$ cat src/sv/dsw_pkg.sv
`timescale 1ns / 1ps
// ----------------------------------------------------------------------------
// Decimal display writer package
// Shared types, constants and helper functions of the decimal display writer.
// ----------------------------------------------------------------------------
package dsw_pkg;

  // Width of the unsigned input number.
  localparam int ValueWidth = 32;
  // Width of the display position field.
  localparam int PosWidth = 3;
  // Width of the segment field.
  localparam int SegWidth = 8;
  // Width of the limit used for the too-many-digits check (10^10 < 2^34).
  localparam int LimitWidth = 36;

  typedef enum logic [2:0] {
    StIdle,
    StClear,
    StWait,
    StSkip,
    StDigit
  } dsw_state_e;

  // Ten to the power n, evaluated at elaboration only.
  function automatic logic [LimitWidth-1:0] pow10(input int n);
    logic [LimitWidth-1:0] acc;
    acc = LimitWidth'(1);
    for (int i = 0; i < n; i++) begin
      acc = LimitWidth'(acc * LimitWidth'(10));
    end
    return acc;
  endfunction

  // Segment pattern of one decimal digit: bit0 A through bit6 G, bit7 point.
  function automatic logic [SegWidth-1:0] seg_of_digit(input logic [3:0] digit);
    logic [SegWidth-1:0] seg;
    case (digit)
      4'd0:    seg = 8'h3F;
      4'd1:    seg = 8'h06;
      4'd2:    seg = 8'h5B;
      4'd3:    seg = 8'h4F;
      4'd4:    seg = 8'h66;
      4'd5:    seg = 8'h6D;
      4'd6:    seg = 8'h7D;
      4'd7:    seg = 8'h07;
      4'd8:    seg = 8'h7F;
      4'd9:    seg = 8'h6F;
      default: seg = 8'h00;
    endcase
    return seg;
  endfunction

endpackage

$ cat src/sv/dsw_dabble.sv
`timescale 1ns / 1ps
// ----------------------------------------------------------------------------
// Decimal display writer: binary to BCD converter
// Iterative shift-and-add-3 converter, one input bit per cycle.
// ----------------------------------------------------------------------------
module dsw_dabble #(
  parameter int DIGITS = 8
) (
  input  logic                          clk_i,
  input  logic                          rst_ni,
  input  logic                          start_i,
  input  logic [dsw_pkg::ValueWidth-1:0] value_i,
  output logic                          busy_o,
  output logic [4*DIGITS-1:0]           bcd_o
);

  localparam int BcdW = 4 * DIGITS;
  localparam int CntW = $clog2(dsw_pkg::ValueWidth + 1);
  localparam logic [CntW-1:0] LastStep = CntW'(dsw_pkg::ValueWidth - 1);

  logic                           busy_q, busy_d;
  logic [CntW-1:0]                cnt_q, cnt_d;
  logic [dsw_pkg::ValueWidth-1:0] bin_q, bin_d;
  logic [BcdW-1:0]                bcd_q, bcd_d;
  logic [BcdW-1:0]                adj;

  // Every BCD digit of five or more is corrected by three before the shift.
  always_comb begin
    adj = bcd_q;
    for (int i = 0; i < DIGITS; i++) begin
      if (bcd_q[4*i +: 4] >= 4'd5) begin
        adj[4*i +: 4] = bcd_q[4*i +: 4] + 4'd3;
      end
    end
  end

  always_comb begin
    busy_d = busy_q;
    cnt_d  = cnt_q;
    bin_d  = bin_q;
    bcd_d  = bcd_q;
    if (start_i) begin
      busy_d = 1'b1;
      cnt_d  = '0;
      bin_d  = value_i;
      bcd_d  = '0;
    end else if (busy_q) begin
      bcd_d = {adj[BcdW-2:0], bin_q[dsw_pkg::ValueWidth-1]};
      bin_d = {bin_q[dsw_pkg::ValueWidth-2:0], 1'b0};
      cnt_d = cnt_q + CntW'(1);
      if (cnt_q == LastStep) begin
        busy_d = 1'b0;
      end
    end
  end

  always_ff @(posedge clk_i or negedge rst_ni) begin
    if (!rst_ni) begin
      busy_q <= 1'b0;
      cnt_q  <= '0;
    end else begin
      busy_q <= busy_d;
      cnt_q  <= cnt_d;
    end
  end

  always_ff @(posedge clk_i) begin
    bin_q <= bin_d;
    bcd_q <= bcd_d;
  end

  assign busy_o = busy_q;
  assign bcd_o  = bcd_q;

endmodule

$ cat src/sv/dsw_writer.sv
`timescale 1ns / 1ps
// ----------------------------------------------------------------------------
// Decimal display writer: write sequencer
// Emits the clear writes, then any digit writes, through an output register.
// ----------------------------------------------------------------------------
module dsw_writer #(
  parameter int DIGITS = 8
) (
  input  logic                           clk_i,
  input  logic                           rst_ni,
  input  logic                           in_valid_i,
  input  logic [dsw_pkg::ValueWidth-1:0] in_value_i,
  output logic                           in_ready_o,
  input  logic                           conv_busy_i,
  input  logic [4*DIGITS-1:0]            conv_bcd_i,
  output logic                           out_valid_o,
  input  logic                           out_ready_i,
  output logic [dsw_pkg::PosWidth-1:0]   out_pos_o,
  output logic [dsw_pkg::SegWidth-1:0]   out_seg_o,
  output logic                           out_last_o,
  output logic                           out_ovf_o
);

  localparam int BcdW = 4 * DIGITS;
  localparam int RemW = $clog2(DIGITS + 1);
  localparam logic [RemW-1:0] RemFull = RemW'(DIGITS);
  localparam logic [RemW-1:0] RemOne  = RemW'(1);
  localparam logic [dsw_pkg::PosWidth-1:0] PosTop =
    dsw_pkg::PosWidth'((DIGITS - 1) % (1 << dsw_pkg::PosWidth));
  localparam logic [dsw_pkg::LimitWidth-1:0] Limit = dsw_pkg::pow10(DIGITS);

  dsw_pkg::dsw_state_e state_q, state_d;

  logic                         ovf_q, ovf_d;
  logic [RemW-1:0]              rem_q, rem_d;
  logic [dsw_pkg::PosWidth-1:0] pos_q, pos_d;
  logic [BcdW-1:0]              dig_q, dig_d;
  logic [3:0]                   top_digit;

  logic                         oval_q, oval_d;
  logic [dsw_pkg::PosWidth-1:0] opos_q, opos_d;
  logic [dsw_pkg::SegWidth-1:0] oseg_q, oseg_d;
  logic                         olast_q, olast_d;
  logic                         oovf_q, oovf_d;
  logic                         slot_free;

  assign top_digit = dig_q[BcdW-1 -: 4];
  assign slot_free = !oval_q || out_ready_i;

  always_comb begin
    state_d    = state_q;
    ovf_d      = ovf_q;
    rem_d      = rem_q;
    pos_d      = pos_q;
    dig_d      = dig_q;
    oval_d     = out_ready_i ? 1'b0 : oval_q;
    opos_d     = opos_q;
    oseg_d     = oseg_q;
    olast_d    = olast_q;
    oovf_d     = oovf_q;
    in_ready_o = 1'b0;
    case (state_q)
      dsw_pkg::StIdle: begin
        in_ready_o = 1'b1;
        if (in_valid_i) begin
          ovf_d   = {{(dsw_pkg::LimitWidth - dsw_pkg::ValueWidth){1'b0}}, in_value_i}
                    >= Limit;
          rem_d   = RemFull;
          pos_d   = '0;
          state_d = dsw_pkg::StClear;
        end
      end
      dsw_pkg::StClear: begin
        if (slot_free) begin
          oval_d  = 1'b1;
          opos_d  = pos_q;
          oseg_d  = '0;
          olast_d = ovf_q && (rem_q == RemOne);
          oovf_d  = ovf_q && (rem_q == RemOne);
          pos_d   = pos_q + dsw_pkg::PosWidth'(1);
          rem_d   = rem_q - RemOne;
          if (rem_q == RemOne) begin
            if (ovf_q) begin
              state_d = dsw_pkg::StIdle;
            end else begin
              rem_d   = RemFull;
              pos_d   = PosTop;
              state_d = dsw_pkg::StWait;
            end
          end
        end
      end
      dsw_pkg::StWait: begin
        if (!conv_busy_i) begin
          dig_d   = conv_bcd_i;
          state_d = dsw_pkg::StSkip;
        end
      end
      dsw_pkg::StSkip: begin
        // Drop leading zeros; the last digit always stays.
        if ((top_digit == 4'd0) && (rem_q != RemOne)) begin
          dig_d = dig_q << 4;
          rem_d = rem_q - RemOne;
        end else begin
          state_d = dsw_pkg::StDigit;
        end
      end
      dsw_pkg::StDigit: begin
        if (slot_free) begin
          oval_d  = 1'b1;
          opos_d  = pos_q;
          oseg_d  = dsw_pkg::seg_of_digit(top_digit);
          olast_d = (rem_q == RemOne);
          oovf_d  = 1'b0;
          dig_d   = dig_q << 4;
          rem_d   = rem_q - RemOne;
          pos_d   = pos_q - dsw_pkg::PosWidth'(1);
          if (rem_q == RemOne) begin
            state_d = dsw_pkg::StIdle;
          end
        end
      end
      default: begin
        state_d = dsw_pkg::StIdle;
      end
    endcase
  end

  always_ff @(posedge clk_i or negedge rst_ni) begin
    if (!rst_ni) begin
      state_q <= dsw_pkg::StIdle;
      oval_q  <= 1'b0;
      ovf_q   <= 1'b0;
      rem_q   <= '0;
      pos_q   <= '0;
    end else begin
      state_q <= state_d;
      oval_q  <= oval_d;
      ovf_q   <= ovf_d;
      rem_q   <= rem_d;
      pos_q   <= pos_d;
    end
  end

  always_ff @(posedge clk_i) begin
    dig_q   <= dig_d;
    opos_q  <= opos_d;
    oseg_q  <= oseg_d;
    olast_q <= olast_d;
    oovf_q  <= oovf_d;
  end

  assign out_valid_o = oval_q;
  assign out_pos_o   = opos_q;
  assign out_seg_o   = oseg_q;
  assign out_last_o  = olast_q;
  assign out_ovf_o   = oovf_q;

endmodule

$ cat src/sv/decimal_to_seven_segment_writer_unit.sv
`timescale 1ns / 1ps
// ----------------------------------------------------------------------------
// Decimal to seven-segment writer
// Turns an unsigned 32-bit number into the display writes that show it.
// ----------------------------------------------------------------------------
// Each accepted number produces DIGITS clear writes (positions 0 upward,
// segments 0), followed by one write per decimal digit without leading
// zeros, the most significant digit at position DIGITS-1 and each further
// digit one position lower; zero shows as a single '0'. The final write of
// a run carries tlast. A number above 10^DIGITS-1 yields the clear writes
// only, and its final write also carries the overflow flag in tuser. The
// block handles one number at a time and takes the next one once the last
// write of the run has entered the output register. The binary-to-BCD
// converter shifts in one input bit per cycle (it starts on the accepting
// edge and runs beside the clear writes); once it is done, its result is
// loaded, leading zeros are dropped one digit at a time, and then one
// write per digit follows. Output stalls hold back the clear and digit
// writes.
// ----------------------------------------------------------------------------
module decimal_to_seven_segment_writer_unit #(
  parameter int DIGITS = 8
) (
  input  logic        clk_i,
  input  logic        rst_ni,
  // Input number stream.
  input  logic        s_axis_tvalid,
  output logic        s_axis_tready,
  input  logic [31:0] s_axis_tdata,   // [31:0] value
  // Display write stream.
  output logic        m_axis_tvalid,
  input  logic        m_axis_tready,
  output logic [15:0] m_axis_tdata,   // [2:0] position, [10:3] segments, [15:11] zero
  output logic        m_axis_tlast,   // last write of the run for this number
  output logic        m_axis_tuser    // [0] overflow
);

  logic                           conv_busy;
  logic [4*DIGITS-1:0]            conv_bcd;
  logic                           in_transfer;
  logic [dsw_pkg::PosWidth-1:0]   out_pos;
  logic [dsw_pkg::SegWidth-1:0]   out_seg;

  // The converter starts on the same edge that accepts the number.
  assign in_transfer = s_axis_tvalid && s_axis_tready;

  dsw_dabble #(
    .DIGITS(DIGITS)
  ) u_dabble (
    .clk_i   (clk_i),
    .rst_ni  (rst_ni),
    .start_i (in_transfer),
    .value_i (s_axis_tdata),
    .busy_o  (conv_busy),
    .bcd_o   (conv_bcd)
  );

  dsw_writer #(
    .DIGITS(DIGITS)
  ) u_writer (
    .clk_i       (clk_i),
    .rst_ni      (rst_ni),
    .in_valid_i  (s_axis_tvalid),
    .in_value_i  (s_axis_tdata),
    .in_ready_o  (s_axis_tready),
    .conv_busy_i (conv_busy),
    .conv_bcd_i  (conv_bcd),
    .out_valid_o (m_axis_tvalid),
    .out_ready_i (m_axis_tready),
    .out_pos_o   (out_pos),
    .out_seg_o   (out_seg),
    .out_last_o  (m_axis_tlast),
    .out_ovf_o   (m_axis_tuser)
  );

  // Position in the low bits, segments above, zero padding to two bytes.
  assign m_axis_tdata = {5'd0, out_seg, out_pos};

endmodule

$ cat config.mk
export PLATFORM = sky130hd
export DESIGN_NAME = decimal_to_seven_segment_writer_unit
export DESIGN_NICKNAME = d
export VERILOG_FILES = /design/src/sv/dsw_pkg.sv /design/src/sv/dsw_dabble.sv /design/src/sv/dsw_writer.sv /design/src/sv/decimal_to_seven_segment_writer_unit.sv
export SDC_FILE = /design/constraint.sdc
export NUM_CORES = 1
export LEC_CHECK = 0
export BUFFER_PORTS_ARGS = -buffer_cell sky130_fd_sc_hd__buf_2
export CAP_MARGIN = 20
export CORE_MARGIN = 3
export CORE_UTILIZATION = 40
export DETAILED_ROUTE_END_ITERATION = 10
export PLACE_DENSITY = 0.58
export REMOVE_ABC_BUFFERS = 1
export SLEW_MARGIN = 5
export SYNTH_ARGS = -nofsm -noshare
export SYNTH_HDL_FRONTEND = slang
export SYNTH_SLANG_ARGS = --single-unit
$ cat constraint.sdc
create_clock -name clk_i -period 3.2 [get_ports clk_i]
set_input_delay 0 -clock clk_i [delete_from_list [all_inputs] [get_ports clk_i]]
set_output_delay 0 -clock clk_i [all_outputs]
set_load 0.01 [all_outputs]
==> metrics <==
DRT Pass-1 Iters 4; Synth Area in Adders under 10%; n_diodes 0; top_reg_cell synth edfxtp_1; met1 usage between 20% and 30%; fmax 0.355 GHz; Post-synth ARST share around 14%; initial core utilization about two fifths; Slew HR between 40 and 50%; Post-synth EDFFs between 70 and 80; ranking of synthesized cells by area edfxtp_1, dfxtp_1, dfrtp_1; Peak VDD IR between 400 and 500 uV; fin cells 946; routed wire length approximately 14 mm; met3 Track Usage GR 4.12%; main combinational cell family by area after synthesis simple AND/OR/NAND/NOR gates; clk_lat worst skew about 0.42 ns; GR peak layer met2; post-synthesis sequential area ratio a little over half; syn_area_per_cell about 11 um^2; port bufs 49; Design Power approximately 7.7 mW; synthesized area a little under 0.007 mm^2; final setup violation count 0; commonest cells in the netlist nand2_1, edfxtp_1, nor2_1; Vias per Instance 5.08; Crit Path Max Fanout 40; RSZ-0062 raised after global routing false; DIE AREA between 0.015 and 0.02 mm^2; YS warnings 0; Leakage about 3.4 nW; drt wl/cell roughly 15 um; mux cell area share after synthesis slightly below 9%; vias between 4k and 5k; Iter 0 DRT Violations approximately 260; Clock Sinks 134; Longest Clk Path Bufs 2; maxcap violations 0; Yosys reg bits about 130; worst min-delay path category input pin to flip-flop; hpwl dp approximately 9 mm; Yosys top cell area share about a third; cts bufs inserted 17; CP Launch Type flip-flop; Compound-Gate Fraction of Synth Area between 10% and 20%; Synth area leader edfxtp_1; Tot GR Track Use approximately 15%; Final Skew 0.00689 ns; crit path DAT 3.17 ns; vias in the first global route ~4.7k; XOR/XNOR share of the synthesized area 1.82%; CTS Root Cell clkbuf_16; Rows between 40 and 50; DR DRC count 0; Post-CTS Resized 0; fin crit period about 2.8 ns; setup bufs post-CTS 0; Reg clk slew, reported paths approximately 0.050 ns; antenna violations before repair 0; GRT met2 Usage roughly 25%; die height about 140 um; layout cell share with drive strength beyond 1 a little under a fifth; Post-Synthesis Cells 630; fillers around 1.4k; CTS tree built; post-synth cell types 74; post-synthesis simple-gate area fraction between 15 and 20%; Slew @ Worst Pin about 0.8 ns; synthesis-to-layout area growth 20.7%; cell with the most instances after synthesis nand2_1; Final Hold Vio Count 0; # IOs 56; Core ar. about 0.016 mm^2; crit share post-route approximately 90%; Inst Count DP roughly 880; fin. max-slew vios 0; Req. time, crit path ~3.6 ns; Setup Crit Path Kind flip-flop to flip-flop; H-tree depth 4; outcome complete, no violations; Placer Congestion about 0.85; hold_buf cts 36; global-route wire length before repair about 23 mm; Pwr per Cell Area approximately 940 mW/mm^2; Routed Antenna Nets 0; Layout Nets 780; grt ovf 0; largest net degree at the start of global routing between 40 and 50; Crit. End Element flip-flop; Die Wd approximately 140 um
==> layout make-up <==
class	count	area, um^2	area share [%]
tap	216	270	3.32
inverter	28	106	1.31
multi-input combinational	441	2940	36.1
sequential	134	3540	43.5
timing repair buffer	95	681	8.37
clock buffer	18	439	5.40
clock inverter	14	156	1.92
==> metal layers <==
metal / up-vias / share of wire (%)
li1: 2423 / -
met1: 2285 / 46
met2: 88 / 49
met3: 14 / 4.2
met4: 0 / 1.3
met5: - / 0
==> cells by family (layout without fill, tap and decap cells) <==
group	Yosys count	in the layout
muxes	56	56
buffers and inverters	60	155
DFF	134	134
adders and majority gates	27	27
xor gates and xnor gates	14	14
AOI/OAI and AO/OA	126	126
other	1	6
and+or+nand+nor	212	212
==> power breakdown <==
group / internal, mW / leakage (nW) / switching [mW]
clock: 1.23 / 0.285 / 0.711
combinational: 1.22 / 1.79 / 1.48
sequential: 2.63 / 1.31 / 0.400
total: 5.08 / 3.38 / 2.60
==> critical path: stages (launching register included) <==
cell	delay (ns)
dfrtp_1	0.44
buf_4	0.21
nor3_1	0.21
and2_2	0.21
buf_4	0.40
buf_4	0.44
o22ai_1	0.13
a21oi_1	0.12
dlygate4sd3_1	0.55
==> flip-flops by register name, indices dropped and copies added, names as in the netlist, named ones only <==
register	flops
u_writer.out_last_o	1
u_writer.dig_q	32
u_dabble.cnt_q	6
u_writer.out_pos_o	3
u_writer.rem_q	4
u_writer.out_ovf_o	1
u_writer.out_valid_o	1
u_dabble.bcd_o	32
u_writer.state_q	3
u_dabble.bin_q	32
u_dabble.busy_o	1
u_writer.out_seg_o	7
u_writer.ovf_q	1
u_writer.pos_q	3
==> final timing paths <==
| check | endpoint | slack, ns | startpoint | depth (start not counted) |
|---|---|---|---|---|
| worst max-delay path | u_writer.ovf_q | 0.38 | u_writer.state_q[0] | 8 |
| worst min-delay path | u_writer.out_valid_o | 0.03 | m_axis_tready | 3 |
| worst max register to register | u_writer.ovf_q | 0.38 | u_writer.state_q[0] | 8 |
| worst min register to register | u_dabble.bcd_o[0] | 0.49 | u_dabble.bin_q[31] | 2 |
| max in group asynchronous | u_dabble.busy_o | 2.78 | rst_ni | 2 |
| min in group asynchronous | u_writer.rem_q[3] | 0.07 | rst_ni | 2 |
==> placed cells by master, fill, tap and decap left out, drive strengths merged, types with 13 or more instances in the layout <==
cell / n
nand2b: 13
o21ai: 38
dfxtp: 39
mux2: 33
mux2i: 23
nand3: 13
a21oi: 39
nand2: 79
dlygate4sd3: 36
nor3: 19
ha: 27
edfxtp: 76
nor2: 42
inv: 28
buf: 59
dfrtp: 19
clkbuf: 18
==> per-stage QoR <==
stage               cell area, um^2  setup slack [ns]  hold slack [ns]  TNS, ns  utilization, %
global route                   8130             0.171           0.0768        0            50.3
finish                         8130             0.380           0.0259        0            50.3
CTS                            8130             0.365          0.00590        0            50.3
floorplan                      6580            -0.329           -0.296   -11.06               -
detailed placement             7180             0.470        -0.000667        0            44.4
global placement               7180             0.554          -0.0129        0            44.4
No activity file was read; power rests on OpenSTA's default activity.
